$ cat src/ptr_pkg.sv
// Shared types, constants and helpers for the per-dimension trimmed range unit.
// No dependencies; every other file in src except ptr_stream_if uses this package.
`default_nettype none

package ptr_pkg;

  localparam int unsigned MAX_DIM_DEF  = 1024;
  localparam int unsigned MAX_KEEP_DEF = 16;

  localparam logic [31:0] F_LOWEST = 32'hFF7F_FFFF;
  localparam logic [31:0] F_MAX    = 32'h7F7F_FFFF;
  localparam logic [31:0] F_INF    = 32'h7F80_0000;

  localparam int unsigned CFG_DATA_W = 11;
  localparam int unsigned CFG_IDX_W  = 2;

  typedef enum logic [CFG_IDX_W-1:0] {
    CFG_DIMENSIONS = 2'd0,
    CFG_KEEP_COUNT = 2'd1,
    CFG_TRUNC_MODE = 2'd2
  } cfg_idx_t;

  typedef struct packed {
    logic [31:0] value;
    logic        start_req;
  } in_item_t;

  typedef struct packed {
    logic [9:0]  dim_index;
    logic [31:0] upper_bits;
    logic [31:0] lower_bits;
    logic        row_end;
  } out_item_t;

  // Commands from the controller to the datapath.
  typedef struct packed {
    logic accept;  // take the input transaction and launch the row read
    logic load;    // write back the updated row and load the result register
  } ctl_cmd_t;

  // Maps float bits to an unsigned key in float order, with -0 equal to +0.
  function automatic logic [31:0] order_key(input logic [31:0] b);
    logic [31:0] x;
    x = ((b & 32'h7FFF_FFFF) == 32'd0) ? 32'd0 : b;
    return x[31] ? ~x : (x | 32'h8000_0000);
  endfunction

endpackage

`default_nettype wire

$ cat src/ptr_ctrl.sv
// Controller of the trimmed range unit: sequences accept, row update and result hand-off.
// Depends on ptr_pkg for the command struct.
`default_nettype none

module ptr_ctrl (
  input  wire logic              clk,
  input  wire logic              rst_n,
  input  wire logic              in_valid,
  output logic                   in_ready,
  output logic                   out_valid,
  input  wire logic              out_ready,
  output ptr_pkg::ctl_cmd_t      cmd
);

  typedef enum logic [1:0] {
    ST_IDLE = 2'b01,
    ST_CALC = 2'b10
  } state_t;

  state_t state_r, state_nxt;
  logic   out_valid_r, out_valid_nxt;

  // The result register may be loaded once any waiting result has left.
  always_comb begin
    in_ready   = (state_r == ST_IDLE);
    cmd.accept = in_ready && in_valid;
    cmd.load   = (state_r == ST_CALC) && (!out_valid_r || out_ready);
  end

  // Next state and result-valid flag.
  always_comb begin
    state_nxt = state_r;
    case (state_r)
      ST_IDLE: begin
        if (cmd.accept) state_nxt = ST_CALC;
      end
      ST_CALC: begin
        if (cmd.load) state_nxt = ST_IDLE;
      end
      default: state_nxt = ST_IDLE;
    endcase
    if (cmd.load) out_valid_nxt = 1'b1;
    else if (out_ready) out_valid_nxt = 1'b0;
    else out_valid_nxt = out_valid_r;
  end

  always_ff @(posedge clk) begin
    if (!rst_n) begin
      state_r     <= ST_IDLE;
      out_valid_r <= 1'b0;
    end else begin
      state_r     <= state_nxt;
      out_valid_r <= out_valid_nxt;
    end
  end

  assign out_valid = out_valid_r;

  // A loaded result is presented in the following cycle.
  a_load_shows: assert property (@(posedge clk) disable iff (!rst_n)
    cmd.load |=> out_valid_r) else $error("result not presented after load");

  // An accepted transaction always moves on to the update step.
  a_accept_calc: assert property (@(posedge clk) disable iff (!rst_n)
    cmd.accept |=> (state_r == ST_CALC)) else $error("accept did not start update");

  // The update waits while an earlier result is still unread.
  a_calc_holds: assert property (@(posedge clk) disable iff (!rst_n)
    (state_r == ST_CALC) && out_valid_r && !out_ready |=> (state_r == ST_CALC))
    else $error("update left while result blocked");

endmodule

`default_nettype wire

$ cat config.mk
export PLATFORM = sky130hd
export DESIGN_NAME = ptr_ctrl
export DESIGN_NICKNAME = d
export VERILOG_FILES = /design/src/ptr_pkg.sv /design/src/ptr_ctrl.sv
export SDC_FILE = /design/constraint.sdc
export NUM_CORES = 1
export LEC_CHECK = 0
export ABC_AREA = 1
export BUFFER_PORTS_ARGS = -buffer_cell sky130_fd_sc_hd__buf_4
export CAP_MARGIN = 20
export CORE_AREA = 10 10 47 49
export DETAILED_ROUTE_END_ITERATION = 10
export DIE_AREA = 0 0 57 59
export GPL_TIMING_DRIVEN = 0
export HOLD_SLACK_MARGIN = 0.06
export SLEW_MARGIN = 20
export SYNTH_ARGS = -nofsm -noshare
export SYNTH_HDL_FRONTEND = slang
export SYNTH_SLANG_ARGS = --single-unit
$ cat constraint.sdc
create_clock -name clk -period 1 [get_ports clk]
set_input_delay 0.15 -clock clk [delete_from_list [all_inputs] [get_ports clk]]
set_output_delay 0.15 -clock clk [all_outputs]
set_load 0.01 [all_outputs]
* Word-level counts from Yosys, hierarchy flattened
Index checks and enable logic that the tools add are counted.
** Word-level totals
- Bits in registers :: 3
- Bits of input ports :: 4
- Output and inout bits :: 4
- Logic and storage cells :: 17
** Operators by class
- Equality and inequality tests :: 4
- Muxes and demuxes :: 5
- Reduce and logical (&&, ||, !) cells :: 6
** Operators by type and width (count)
- $mux W2 :: 2
- $pmux W2 S2 :: 1
- $eq A2 B1 Y1 const B :: 1
- $eq A2 B2 Y1 const B :: 1
- $logic_and A1 B1 Y1 :: 2
- $mux W1 :: 2
- $ne A2 B1 Y1 const B :: 1
- $ne A2 B2 Y1 const B :: 1
- $reduce_and A2 Y1 :: 1
- $reduce_bool A2 Y1 :: 1
- $logic_not A1 Y1 :: 1
- $logic_or A1 B1 Y1 :: 1

* Logic depth before layout (Yosys ltp)
- Depth after elaboration :: 5
- Depth in mapped cells :: 5
- Mapped depth without buffers :: 5

* Worst setup path before layout
No wires, ideal clock.
- Kind :: reg2out
- Start point :: register out_valid_r (netlist: out_valid)
- End point :: output cmd[0] in the netlist's numbering
- Data arrival time :: 713 ps
- Required time :: 850 ps
- Setup slack :: 137 ps
- Stages on the path, launching flop included :: 5
- Buffers on the path :: 1
- Path through :: dfxtp_1 -> inv_1 -> nor2_4 -> nor3_1 -> buf_4
** RTL lines
- start, declared :: line ptr_ctrl.sv:21 : logic out_valid_r, out_valid_nxt;
- start signal, assigned :: line ptr_ctrl.sv:53 : out_valid_r <= out_valid_nxt;
- end, declared :: line ptr_ctrl.sv:12 : output ptr_pkg::ctl_cmd_t cmd

==> impl_metrics.json <==
{
  "status": "complete, but fails checks",
  "violations": "negative setup slack",
  "grt_pass1_vias": 173,
  "setup_slack_ns": -0.03429,
  "dr.pass1.iters": 2,
  "dp_hpwl_um": 279.2,
  "hp-class": "input pin to flop",
  "synth-compound-area-share_pct": 10.66,
  "drv_slew": 0,
  "max_freq_mhz": 966.8,
  "fin_crit_sh_pct": 103.4,
  "cts_tree": "yes",
  "antenna_found_initial": 0,
  "power.share.switching_pct": 23.98,
  "p_switching_w": 0.0001000,
  "drt-total-wl_um": 389,
  "io_pins": 8,
  "crit_arrival_ns": 0.88,
  "syn_area_um2": 152.6,
  "critical_path_class": "flop to output port",
  "grt_pass1_wl_um": 669,
  "r2r-start": "state_r[1]",
  "finalClockSkew_ns": 0.0005545,
  "num_rows": 14,
  "vias": 156,
  "drt_iter0_drc": 1,
  "cts_buffer_depth": 2,
  "grt_usage_pct": 2.946,
  "endpoint_kind": "output port",
  "drive_above_1_share_pct": 78.13,
  "synthSimpleGateAreaFrac_pct": 32.79,
  "leakagePower_nw": 0.1383,
  "place_congestion": 0.6414,
  "cp_max_fo": 4,
  "drc_errors": 0,
  "dieArea_um2": 3363,
  "tightest_slew_ns": 0.1440,
  "start_util_pct": 10.89,
  "synth_xor_area_share_pct": 0,
  "htree_num_levels": 1,
  "cts_buffers": 3,
  "r2r_cells": 6,
  "die_x_um": 57,
  "startpoint": "state_r[0]",
  "yosys-mux-area-fraction_pct": 0,
  "fin_util_pct": 21.34,
  "die_h_um": 59,
  "dpl_cell_area_um2": 225.2,
  "insertion_delay_ns": 0.23,
  "rsz0062_at_grt": "true",
  "ir_drop_v": 0.0002679,
  "max-cap-violations": 0,
  "final_cell_mix": "8 x buf_4, 3 x nand2_1, 3 x clkbuf_4, 3 x dfxtp_2",
  "syn_avg_cell_area_um2": 8.034,
  "finalNetCount": 37,
  "hold_viol_final": 0,
  "finalInstanceArea_um2": 299.0,
  "stdcell_count": 48,
  "gr-total-overflow": 0,
  "yosysWarnings": 0,
  "synthAdderAreaFrac_pct": 0,
  "required_ns": 0.85,
  "reg2reg_slack_ns": 0.12,
  "yosysSeqAreaShare_pct": 39.34,
  "clk_pin_slew_ns": 0.04,
  "core_region_area_um2": 1401,
  "syn2layout_area_growth_pct": 95.90,
  "layout_commonest_cell": "buf_4",
  "powerDensity_nw_per_um2": 1395,
  "p_seq_share_pct": 32.3,
  "setup_tns_ns": -0.03681,
  "min_period_ns": 1.034,
  "synth_top_family_by_area": "simple AND/OR/NAND/NOR gates",
  "dp_cells": 42,
  "postCtsHoldBufs": 0,
  "wire_per_inst_um": 8.104,
  "synth-seq-cells": 3,
  "crit_end": "cmd[0]",
  "power_frac_comb_pct": 17.4,
  "cts-root-buf": "clkbuf_4",
  "cts_sinks": 3,
  "diodes": 0,
  "portBuffers": 7,
  "timing.rr.end": "state_r[0]",
  "setup_violations": 2,
  "clkPwrFrac_pct": 50.2,
  "syn_inst": 19,
  "internal-power_w": 0.0003172,
  "detail-route-antenna-nets": 0,
  "critPathLaunchType": "flop",
  "syn_nets": 23,
  "vias_per_cell": 3.250,
  "holdPathStages": 2,
  "grt_max_degree": 5,
  "ys_types": 11,
  "maxSlewHeadroom_pct": 90.40
}
==> per-stage QoR <==
step	hold WS [ns]	worst slack [ns]	power, W
6_report	0.09632	-0.03429	0.0004172
2_1_floorplan	0.2187	0.1372	0.0001577
4_1_cts	0.09100	-0.09389	0.0004273
3_3_place_gp	0.3389	0.06488	0.0001855
5_1_grt	0.09385	-0.09540	0.0004407
3_5_place_dp	0.3420	0.06391	0.0001869
==> per-layer routing <==
layer  track usage [%]  part of all wire [%]  wire [µm]  vias up
li1                  -                     -          -       81
met5                 0                     0          0        -
met1             1.675                    32        124       70
met3             1.288                   8.7         34        0
met2             4.186                    59        231        5
met4             7.047                     0          0        0
==> final cells by class <==
cell class	instances	area, µm²
fill	171	1102
multi-input combinational	10	85.08
tap	16	20.02
clock buffer	4	26.28
timing repair buffer	10	82.58
inverter	5	21.27
sequential	3	63.81
==> Yosys cell counts <==
master,number,area [µm²]
inv_1,5,18.77
o21a_1,1,7.510
nor3_1,1,5.000
nand2_2,1,6.260
a21oi_2,1,8.760
nand3_2,1,10.01
nand2_1,3,11.26
dfxtp_1,3,60.06
buf_4,1,7.510
nor2_4,1,11.26
nor2_2,1,6.260
==> worst max-delay path, stage by stage, from the launching register on <==
cell and delay (ns):
dfxtp_2 0.35, nor3_4 0.18, buf_6 0.12
==> worst min path at each step <==
stage | startpoint | end | slack, ns
finish | rst_n | state_r[0] | 0.1
global placement | rst_n | state_r[0] | 0.34
CTS | rst_n | state_r[0] | 0.09
detailed placement | rst_n | state_r[0] | 0.34
floorplan | rst_n | state_r[0] | 0.22
global route | rst_n | state_r[0] | 0.09
==> sequential cells by signal, indices dropped and copies added (netlist names) <==
register and flops:
state_r 2, out_valid 1
==> power groups by stage <==
stage / clock network, W / logic, W / registers, W
after detailed placement: 0 / 0.0000549 / 0.000132
after CTS: 0.000221 / 0.0000722 / 0.000134
after global routing: 0.000224 / 0.0000810 / 0.000136
after global placement: 0 / 0.0000536 / 0.000132
after floorplan: 0 / 0.0000258 / 0.000132
final: 0.000209 / 0.0000728 / 0.000135
==> logic make-up (layout without fill, tap and decap cells) <==
logic type,count (synthesis),after routing
compound gates,2,2
buf+inv,6,19
flops,3,3
simple gates,8,8
==> repair_timing <==
item                                    in CTS  in global routing
pin swaps                                    3                  1
endpoints found under the setup margin       3                  3
buffers inserted                             3                  0
resized for setup                           11                  1
Power figures use the tool's default switching activity.
